`config.mk`:
```
export PLATFORM = sky130hd
export DESIGN_NAME = aligned_ring_allocator_core
export DESIGN_NICKNAME = d
export VERILOG_FILES = /design/src/rtl/arc_pkg.sv /design/src/rtl/arc_csr.sv /design/src/rtl/arc_alloc.sv /design/src/rtl/aligned_ring_allocator_core.sv
export SDC_FILE = /design/constraint.sdc
export NUM_CORES = 2
export LEC_CHECK = 0
export BUFFER_PORTS_ARGS = -buffer_cell sky130_fd_sc_hd__buf_2
export CAP_MARGIN = 30
export CORE_ASPECT_RATIO = 1.25
export CORE_MARGIN = 2
export CORE_UTILIZATION = 29
export CTS_CLUSTER_DIAMETER = 80
export DETAILED_ROUTE_END_ITERATION = 8
export PLACE_DENSITY = 0.48
export SLEW_MARGIN = 20
export SYNTH_ARGS = -nofsm -noshare
export SYNTH_HDL_FRONTEND = slang
export SYNTH_HIERARCHICAL = 1
export SYNTH_SLANG_ARGS = --single-unit
```
`constraint.sdc`:
```
create_clock -name clock -period 12.5 [get_ports clock]
set_clock_uncertainty 0.15 [all_clocks]
set_input_delay 1.25 -clock clock [delete_from_list [all_inputs] [get_ports clock]]
set_output_delay 1.25 -clock clock [all_outputs]
set_load 0.05 [all_outputs]
```
`src/rtl/arc_pkg.sv`:
```
// Types, constants and helper functions shared by the aligned ring allocator.
package arc_pkg;

   // Widths of the offsets and of the running counters.
   localparam int OFS_BITS = 25;
   localparam int CNT_BITS = 32;
   localparam int SHIFT_BITS = 4;
   localparam int MODE_BITS = 2;
   localparam int ADDR_BITS = 3;

   // Ring size after reset.
   localparam logic [OFS_BITS-1:0] RING_RESET = OFS_BITS'(25'd16777216);

   // Register index carried by the word-address bit of paddr.
   localparam logic REG_RING_SIZE = 1'b0;

   // Request modes.
   localparam logic [MODE_BITS-1:0] MODE_ALLOC  = 2'd0;
   localparam logic [MODE_BITS-1:0] MODE_RESET  = 2'd1;
   localparam logic [MODE_BITS-1:0] MODE_DEFRAG = 2'd2;

   // One request item.
   typedef struct packed {
      logic [MODE_BITS-1:0]  mode;
      logic [OFS_BITS-1:0]   request_size;
      logic [SHIFT_BITS-1:0] align_shift;
   } req_type;

   // One result item.
   typedef struct packed {
      logic                granted;
      logic [OFS_BITS-1:0] region_offset;
      logic [CNT_BITS-1:0] wasted_bytes;
      logic [CNT_BITS-1:0] wrap_count;
      logic [OFS_BITS-1:0] free_bytes;
      logic                frag_critical;
      logic                under_pressure;
   } rsp_type;

   // Pipeline handshake between the top level and the allocator state.
   typedef struct packed {
      logic fire;
   } step_ctrl_type;

   // Add two counter values and stop at the all-ones value.
   function automatic logic [CNT_BITS-1:0] sat_add(input logic [CNT_BITS-1:0] a,
                                                   input logic [CNT_BITS-1:0] b);
      logic [CNT_BITS:0] sum;
      sum = {1'b0, a} + {1'b0, b};
      return sum[CNT_BITS] ? {CNT_BITS{1'b1}} : sum[CNT_BITS-1:0];
   endfunction

   // Waste is critical when twice the waste exceeds a nonzero ring size.
   function automatic logic is_critical(input logic [CNT_BITS-1:0] waste,
                                        input logic [OFS_BITS-1:0] ring);
      return (ring != '0) && ({waste, 1'b0} > (CNT_BITS+1)'(ring));
   endfunction

endpackage

```
`src/rtl/arc_csr.sv`:
```
// Configuration register block holding the ring size.
module arc_csr
   import arc_pkg::*;
(
   input  logic                 clock,
   input  logic                 reset,
   input  logic                 psel,
   input  logic                 penable,
   input  logic                 pwrite,
   input  logic [ADDR_BITS-1:0] paddr,
   input  logic [31:0]          pwdata,
   output logic [31:0]          prdata,
   output logic                 pready,
   output logic [OFS_BITS-1:0]  ring_size
);

   logic [OFS_BITS-1:0] ring_size_ff;
   logic [OFS_BITS-1:0] ring_size_in;
   logic                wr_en;

   // A write lands in the access phase; only the word-address bit selects a register.
   assign wr_en = psel && penable && pwrite && (paddr[2] == REG_RING_SIZE);

   always_comb begin
      ring_size_in = ring_size_ff;
      if (wr_en) begin
         ring_size_in = pwdata[OFS_BITS-1:0];
      end
   end

   always_ff @(posedge clock) begin
      if (reset) begin
         ring_size_ff <= RING_RESET;
      end else begin
         ring_size_ff <= ring_size_in;
      end
   end

   // Read back the register; other addresses read as zero.
   always_comb begin
      prdata = '0;
      if (paddr[2] == REG_RING_SIZE) begin
         prdata = 32'(ring_size_ff);
      end
   end

   assign pready    = 1'b1;
   assign ring_size = ring_size_ff;

endmodule

```
`src/rtl/arc_alloc.sv`:
```
// Allocator state and the combinational next-state and result logic.
module arc_alloc
   import arc_pkg::*;
(
   input  logic                clock,
   input  logic                reset,
   input  step_ctrl_type       ctrl,
   input  req_type             item,
   input  logic [OFS_BITS-1:0] ring_size,
   output rsp_type             result
);

   logic [OFS_BITS-1:0] wp_ff, wp_in;
   logic [CNT_BITS-1:0] waste_ff, waste_in;
   logic [CNT_BITS-1:0] wraps_ff, wraps_in;
   logic [OFS_BITS-1:0] free_ff, free_in;
   logic [CNT_BITS-1:0] reqcnt_ff, reqcnt_in;
   logic [CNT_BITS-1:0] failcnt_ff, failcnt_in;

   logic [15:0]         align_m1;
   logic [OFS_BITS:0]   aligned;
   logic [OFS_BITS:0]   pad;
   logic [OFS_BITS+1:0] end_first;
   logic                fit_first;
   logic                fit_zero;
   logic [OFS_BITS-1:0] tail;
   logic [CNT_BITS-1:0] waste_wrap;
   logic [CNT_BITS-1:0] wraps_wrap;
   logic                crit_now;
   logic                crit_fail;
   logic                crit_out;
   logic [CNT_BITS+3:0] fail_x10;
   logic                granted;
   logic [OFS_BITS-1:0] offset;

   // Round the pointer up to the alignment and see whether the region fits.
   always_comb begin
      align_m1  = (16'd1 << item.align_shift) - 16'd1;
      aligned   = ({1'b0, wp_ff} + (OFS_BITS+1)'(align_m1)) & ~((OFS_BITS+1)'(align_m1));
      pad       = aligned - {1'b0, wp_ff};
      end_first = {1'b0, aligned} + (OFS_BITS+2)'(item.request_size);
      fit_first = end_first <= (OFS_BITS+2)'(ring_size);
      fit_zero  = item.request_size <= ring_size;
      tail      = (ring_size > wp_ff) ? (ring_size - wp_ff) : '0;
      waste_wrap = sat_add(waste_ff, CNT_BITS'(tail));
      wraps_wrap = sat_add(wraps_ff, CNT_BITS'(1));
      crit_now   = is_critical(waste_ff, ring_size);
      crit_fail  = is_critical(waste_wrap, ring_size);
   end

   // Next state for each mode.
   always_comb begin
      wp_in      = wp_ff;
      waste_in   = waste_ff;
      wraps_in   = wraps_ff;
      free_in    = free_ff;
      reqcnt_in  = reqcnt_ff;
      failcnt_in = failcnt_ff;
      granted    = 1'b0;
      offset     = '0;
      case (item.mode)
         MODE_ALLOC: begin
            reqcnt_in = sat_add(reqcnt_ff, CNT_BITS'(1));
            if (fit_first) begin
               // Fits at the aligned pointer; the padding is waste.
               waste_in = sat_add(waste_ff, CNT_BITS'(pad));
               wp_in    = end_first[OFS_BITS-1:0];
               free_in  = ring_size - end_first[OFS_BITS-1:0];
               granted  = 1'b1;
               offset   = aligned[OFS_BITS-1:0];
            end else if (fit_zero) begin
               // Wrapped to the start of the ring and fits there.
               waste_in = waste_wrap;
               wraps_in = wraps_wrap;
               wp_in    = item.request_size;
               free_in  = ring_size - item.request_size;
               granted  = 1'b1;
            end else if (crit_fail) begin
               // Failed; the ring is cleared and the retry at pointer zero
               // fails the same way, wrapping the whole ring once.
               waste_in   = CNT_BITS'(ring_size);
               wraps_in   = CNT_BITS'(1);
               wp_in      = '0;
               free_in    = ring_size;
               failcnt_in = sat_add(failcnt_ff, CNT_BITS'(2));
            end else begin
               // Failed after wrapping; the wrap stays counted.
               waste_in   = waste_wrap;
               wraps_in   = wraps_wrap;
               wp_in      = '0;
               failcnt_in = sat_add(failcnt_ff, CNT_BITS'(1));
            end
         end
         MODE_RESET: begin
            waste_in = '0;
            wraps_in = '0;
            wp_in    = '0;
            free_in  = ring_size;
         end
         MODE_DEFRAG: begin
            if (crit_now) begin
               waste_in = '0;
               wraps_in = '0;
               wp_in    = '0;
               free_in  = ring_size;
               granted  = 1'b1;
            end
         end
         default: begin
         end
      endcase
   end

   // Status flags from the state after this item.
   always_comb begin
      crit_out = is_critical(waste_in, ring_size);
      fail_x10 = ((CNT_BITS+4)'(failcnt_in) << 3) + ((CNT_BITS+4)'(failcnt_in) << 1);
      result.granted        = granted;
      result.region_offset  = offset;
      result.wasted_bytes   = waste_in;
      result.wrap_count     = wraps_in;
      result.free_bytes     = free_in;
      result.frag_critical  = crit_out;
      result.under_pressure = (reqcnt_in != '0) &&
                              ((fail_x10 > (CNT_BITS+4)'(reqcnt_in)) || crit_out);
   end

   // State registers advance once per item.
   always_ff @(posedge clock) begin
      if (reset) begin
         wp_ff      <= '0;
         waste_ff   <= '0;
         wraps_ff   <= '0;
         free_ff    <= RING_RESET;
         reqcnt_ff  <= '0;
         failcnt_ff <= '0;
      end else if (ctrl.fire) begin
         wp_ff      <= wp_in;
         waste_ff   <= waste_in;
         wraps_ff   <= wraps_in;
         free_ff    <= free_in;
         reqcnt_ff  <= reqcnt_in;
         failcnt_ff <= failcnt_in;
      end
   end

endmodule

```
`src/rtl/aligned_ring_allocator_core.sv`:
```
// Top level of the aligned ring allocator: input and result registers around the allocator.
//
// Each request item is captured in an input register, processed by the combinational
// allocator logic, and its single result item is held in a result register until taken.
// One item is accepted per cycle unless the result side stalls, and each result is
// registered as its item leaves the input register; the limit is the loop from the write
// pointer and counters back to themselves. The input register can still take one item
// while a result waits, so a stalled result side holds at most two items. The ring size
// register resets to 16777216 bytes and is to be written only while no item is in flight.
module aligned_ring_allocator_core
   import arc_pkg::*;
(
   input  logic                 clock,
   input  logic                 reset,
   input  logic                 req_valid,
   output logic                 req_ready,
   input  req_type              req_data,
   output logic                 rsp_valid,
   input  logic                 rsp_ready,
   output rsp_type              rsp_data,
   input  logic                 psel,
   input  logic                 penable,
   input  logic                 pwrite,
   input  logic [ADDR_BITS-1:0] paddr,
   input  logic [31:0]          pwdata,
   output logic [31:0]          prdata,
   output logic                 pready
);

   logic                in_valid_ff, in_valid_in;
   req_type             in_data_ff;
   logic                out_valid_ff, out_valid_in;
   rsp_type             out_data_ff;
   logic                advance;
   step_ctrl_type       ctrl;
   rsp_type             result;
   logic [OFS_BITS-1:0] ring_size;

   arc_csr u_csr (
      .clock     (clock),
      .reset     (reset),
      .psel      (psel),
      .penable   (penable),
      .pwrite    (pwrite),
      .paddr     (paddr),
      .pwdata    (pwdata),
      .prdata    (prdata),
      .pready    (pready),
      .ring_size (ring_size)
   );

   arc_alloc u_alloc (
      .clock     (clock),
      .reset     (reset),
      .ctrl      (ctrl),
      .item      (in_data_ff),
      .ring_size (ring_size),
      .result    (result)
   );

   // The stage moves when the result register is empty or being read.
   assign advance   = !out_valid_ff || rsp_ready;
   assign ctrl.fire = in_valid_ff && advance;
   assign req_ready = !in_valid_ff || advance;

   always_comb begin
      in_valid_in  = in_valid_ff;
      out_valid_in = out_valid_ff;
      if (req_ready) begin
         in_valid_in = req_valid;
      end
      if (advance) begin
         out_valid_in = in_valid_ff;
      end
   end

   // Valid flags of the two registers.
   always_ff @(posedge clock) begin
      if (reset) begin
         in_valid_ff  <= 1'b0;
         out_valid_ff <= 1'b0;
      end else begin
         in_valid_ff  <= in_valid_in;
         out_valid_ff <= out_valid_in;
      end
   end

   // Payload registers.
   always_ff @(posedge clock) begin
      if (req_ready && req_valid) begin
         in_data_ff <= req_data;
      end
      if (ctrl.fire) begin
         out_data_ff <= result;
      end
   end

   assign rsp_valid = out_valid_ff;
   assign rsp_data  = out_data_ff;

endmodule
```
==> results.json <==
{
  "die_x_microns": 305,
  "critPathKind": "reg2reg",
  "reg2reg_depth": 62,
  "p_leak_nw": 19.9,
  "cts_sinks": 353,
  "fmax_ghz": 0.0799,
  "slew_viol_final": 0,
  "tightest_slew_ps": 1010,
  "vias": 34300,
  "grt-ovfl-total": 0,
  "synth_xor_xnor_area_share_pct": 5.67,
  "setup_viol": 1,
  "drive_above_1_share_pct": 27.5,
  "cp.required_ps": 12740,
  "num-nets-final": 5339,
  "fin_area_sq_um": 43500,
  "die_h_microns": 380,
  "whs_endpoint": "u_alloc/free_ff[10]$_SDFFE_PP0P_",
  "violations": "setup timing",
  "drt_iter0_drc": 2331,
  "critPathMaxFanout": 5,
  "final_util_pct": 38.9,
  "status": "finished, violations left",
  "grt_pass1_vias": 33400,
  "hold_viol_final": 0,
  "boundaryPins": 225,
  "ys.warnings.count": 6,
  "core_area_sq_um": 112000,
  "slew_headroom_pct": 32.9,
  "synth_compound_area_share_pct": 26.1,
  "netlist_instances": 4087,
  "drt_wl_total_microns": 144000,
  "async_reset_ff_share_pct": 0,
  "met1_usage_pct": 27.4,
  "grtUsageMet3_pct": 3.04,
  "initial_utilization_pct": 29.3,
  "worst_slack_ps": -21.9,
  "grt_pass1_wl_microns": 210000,
  "area_delta_synth_final_pct": 32.7,
  "worstHoldStart": "u_alloc/free_ff[10]$_SDFFE_PP0P_",
  "drc_errors": 0,
  "reg2reg_to": "rsp_data[0]$_DFFE_PP_",
  "cp_slowest_cell": "or4_4",
  "cts_made_buffers": 47,
  "grt_max_degree": 81,
  "timing.critical_path.arrival_ps": 12770,
  "clockBufferDepth": 3,
  "max_stage_delay_ps": 570,
  "die-area_sq_um": 116000,
  "critPathLaunchType": "flop",
  "wl_per_cell_microns": 22.4,
  "cts_root_buffer": "clkbuf_16",
  "maxCapViolCount": 0,
  "critPathCaptureType": "flop",
  "fin_crit_sh_pct": 100,
  "synth_ff_type": "dfxtp_1",
  "hpwlAfterDp_microns": 114000,
  "hold_path_class": "reg2reg",
  "cts_tree": "done",
  "power_w": 0.00551,
  "grt.busiest_layer": "met2",
  "synthesis.area_sq_um": 32800,
  "grt.met2_usage_pct": 41.6,
  "synth_edf_count": 148,
  "hold_depth": 2,
  "ys_ff_latch": 353,
  "place.gp.congestion": 0.975,
  "fin_setup_tns_ps": -21.9,
  "final_antenna_net_count": 0,
  "r2r_slack_ps": -20,
  "p_per_area_nw_per_um2": 127,
  "synth.distinct_cells": 101,
  "viasPerCell": 5.34,
  "min_period_ps": 12520,
  "synthSimpleGateAreaFrac_pct": 21.0,
  "peakVddDrop_v": 0.000109,
  "worstSkewPairLatency_ps": 660,
  "track_usage_pct": 23.9,
  "rows": 137,
  "htree_levels": 2,
  "synth_top_family_by_area": "compound AO/OA/AOI/OAI gates",
  "path_clk_slew_ps": 60,
  "r2r_start": "in_data_ff[2]$_DFFE_PP_",
  "hold_buffers": 0,
  "synth.yosys.seq_area_share_pct": 26.1,
  "crit_top_cell": "buf_4",
  "holdWs_ps": 338,
  "port-buffer-count": 207,
  "synthMuxAreaShare_pct": 2.30,
  "placed_area_sq_um": 40100,
  "drt_first_pass_iters": 7,
  "synth_fa_ha_area_share_pct": 13.5,
  "antenna_found_initial": 8,
  "syn-mean-instance-area_sq_um": 8.02,
  "rsz0062_at_grt": "yes"
}
layout make-up:
class | instances | area, sq um
diodes | 3 | 7.51
clock buffers | 57 | 1260
clock inverters | 31 | 403
fillers | 11600 | 68300
inverters | 243 | 917
multi-input cells | 3306 | 23700
flip-flops and latches | 353 | 8550
well taps | 1459 | 1830
repair buffers | 966 | 6790
power by group:
part / leakage (nW) / internal [W] / switching (W)
registers: 3.10 / 0.00127 / 0.0000692
clock network: 0.810 / 0.000858 / 0.000612
logic: 16.0 / 0.00114 / 0.00155
critical path: cells and delay by family (launching register included):
kind	cells	cell delay, ps
xor gates and xnor gates	3	480
AOI/OAI and AO/OA	26	4750
adders and majority gates	6	1510
and+or+nand+nor	17	3440
buffers and inverters	9	1180
DFF	1	380
muxes	1	350
stage by stage:
step                setup slack [ps]  std cells
detailed placement             -1160       6265
floorplan                       24.4       4093
finish                         -21.9       6418
CTS                             -220       6377
global route                    -694       6415
global placement               -1170       6262
repair_timing:
action	CTS	global route
buffers inserted	23	38
setup endpoints to repair	2	2
gates resized for setup	88	174
gates cloned	1	0
pin swaps	57	142
cell usage in the layout, fill, tap and decap left out, drive strengths merged, types with 15 or more instances in the layout:
master / count
clkinv: 20
nor4: 23
a22o: 36
nor2: 433
a31oi: 47
nand4: 62
edfxtp: 148
o21a: 64
a311oi: 15
nand3: 127
xnor2: 129
and3: 56
o21ai: 275
inv: 245
o31ai: 24
a21oi: 280
o211a: 54
nand2b: 89
a22oi: 48
and4: 22
clkbuf: 57
and2: 34
mux2: 15
or3: 25
mux2i: 58
o211ai: 39
a21o: 123
a211oi: 84
ha: 341
or2: 60
buf: 966
nor2b: 56
xor2: 83
dfxtp: 205
nand2: 270
o21bai: 26
nor3: 96
sequential cells by signal, summed over array words and instances, names as in the netlist:
signal	flops
rsp_data	117
u_alloc/failcnt_ff	32
u_alloc/reqcnt_ff	32
u_alloc/waste_ff	32
u_alloc/wraps_ff	32
in_data_ff	31
u_alloc/free_ff	25
u_alloc/wp_ff	25
u_csr/ring_size	25
in_valid_ff	1
rsp_valid	1
cells by family after synthesis:
| logic type | count (synthesis) |
|---|---|
| and+or+nand+nor | 1393 |
| other | 3 |
| AOI/OAI and AO/OA | 1269 |
| xor gates and xnor gates | 212 |
| buffers and inverters | 435 |
| DFF | 353 |
| adders and majority gates | 349 |
| muxes | 73 |
synthesized netlist by cell type, types with 13 or more instances:
cell / instances / area, sq um
xor2_1: 83 / 727
o211a_1: 54 / 541
a22o_1: 36 / 315
clkbuf_1: 156 / 586
and4_1: 22 / 193
and3_1: 56 / 350
xnor2_1: 129 / 1130
or2_2: 59 / 369
inv_1: 243 / 912
edfxtp_1: 148 / 4440
nor3_1: 95 / 475
nand2_1: 270 / 1010
a211oi_1: 83 / 623
or3_1: 25 / 156
mux2_2: 13 / 146
nor2_1: 431 / 1620
nor4_1: 22 / 138
a311oi_1: 15 / 131
ha_1: 341 / 4270
nand3_1: 127 / 636
a221oi_1: 14 / 123
nand4_1: 62 / 388
nand2b_1: 89 / 557
o211ai_1: 39 / 293
buf_2: 13 / 65.1
mux2i_1: 57 / 571
o21a_1: 64 / 480
o31ai_1: 24 / 180
a22oi_1: 48 / 360
a31oi_1: 46 / 288
dfxtp_1: 205 / 4100
o21bai_1: 26 / 195
and2_1: 31 / 194
a21o_1: 123 / 923
o21ai_0: 269 / 1350
nor2b_1: 56 / 350
a21oi_1: 278 / 1390
per-layer routing:
metal	wire, microns	share of wire, %	vias to the layer above
met2	69300	48	945
li1	-	-	16700
met3	6340	4.4	315
met5	0	0	-
met4	10900	7.6	0
met1	57100	40	16300
how the worst max path moves through the flow:
stage / start / endpoint / slack, ps / cells after the start
after floorplan: in_data_ff[3]$_DFFE_PP_ / rsp_data[0]$_DFFE_PP_ / 20 / 60
after global placement: in_data_ff[3]$_DFFE_PP_ / rsp_data[0]$_DFFE_PP_ / -1170 / 64
after detailed placement: in_data_ff[3]$_DFFE_PP_ / rsp_data[0]$_DFFE_PP_ / -1160 / 64
after CTS: u_csr/ring_size[0]$_SDFFE_PP0P_ / rsp_data[0]$_DFFE_PP_ / -220 / 68
after global routing: u_alloc/wp_ff[1]$_SDFFE_PP0P_ / rsp_data[0]$_DFFE_PP_ / -690 / 69
final: in_data_ff[2]$_DFFE_PP_ / rsp_data[0]$_DFFE_PP_ / -20 / 62
(Power assumes the default switching activity.)
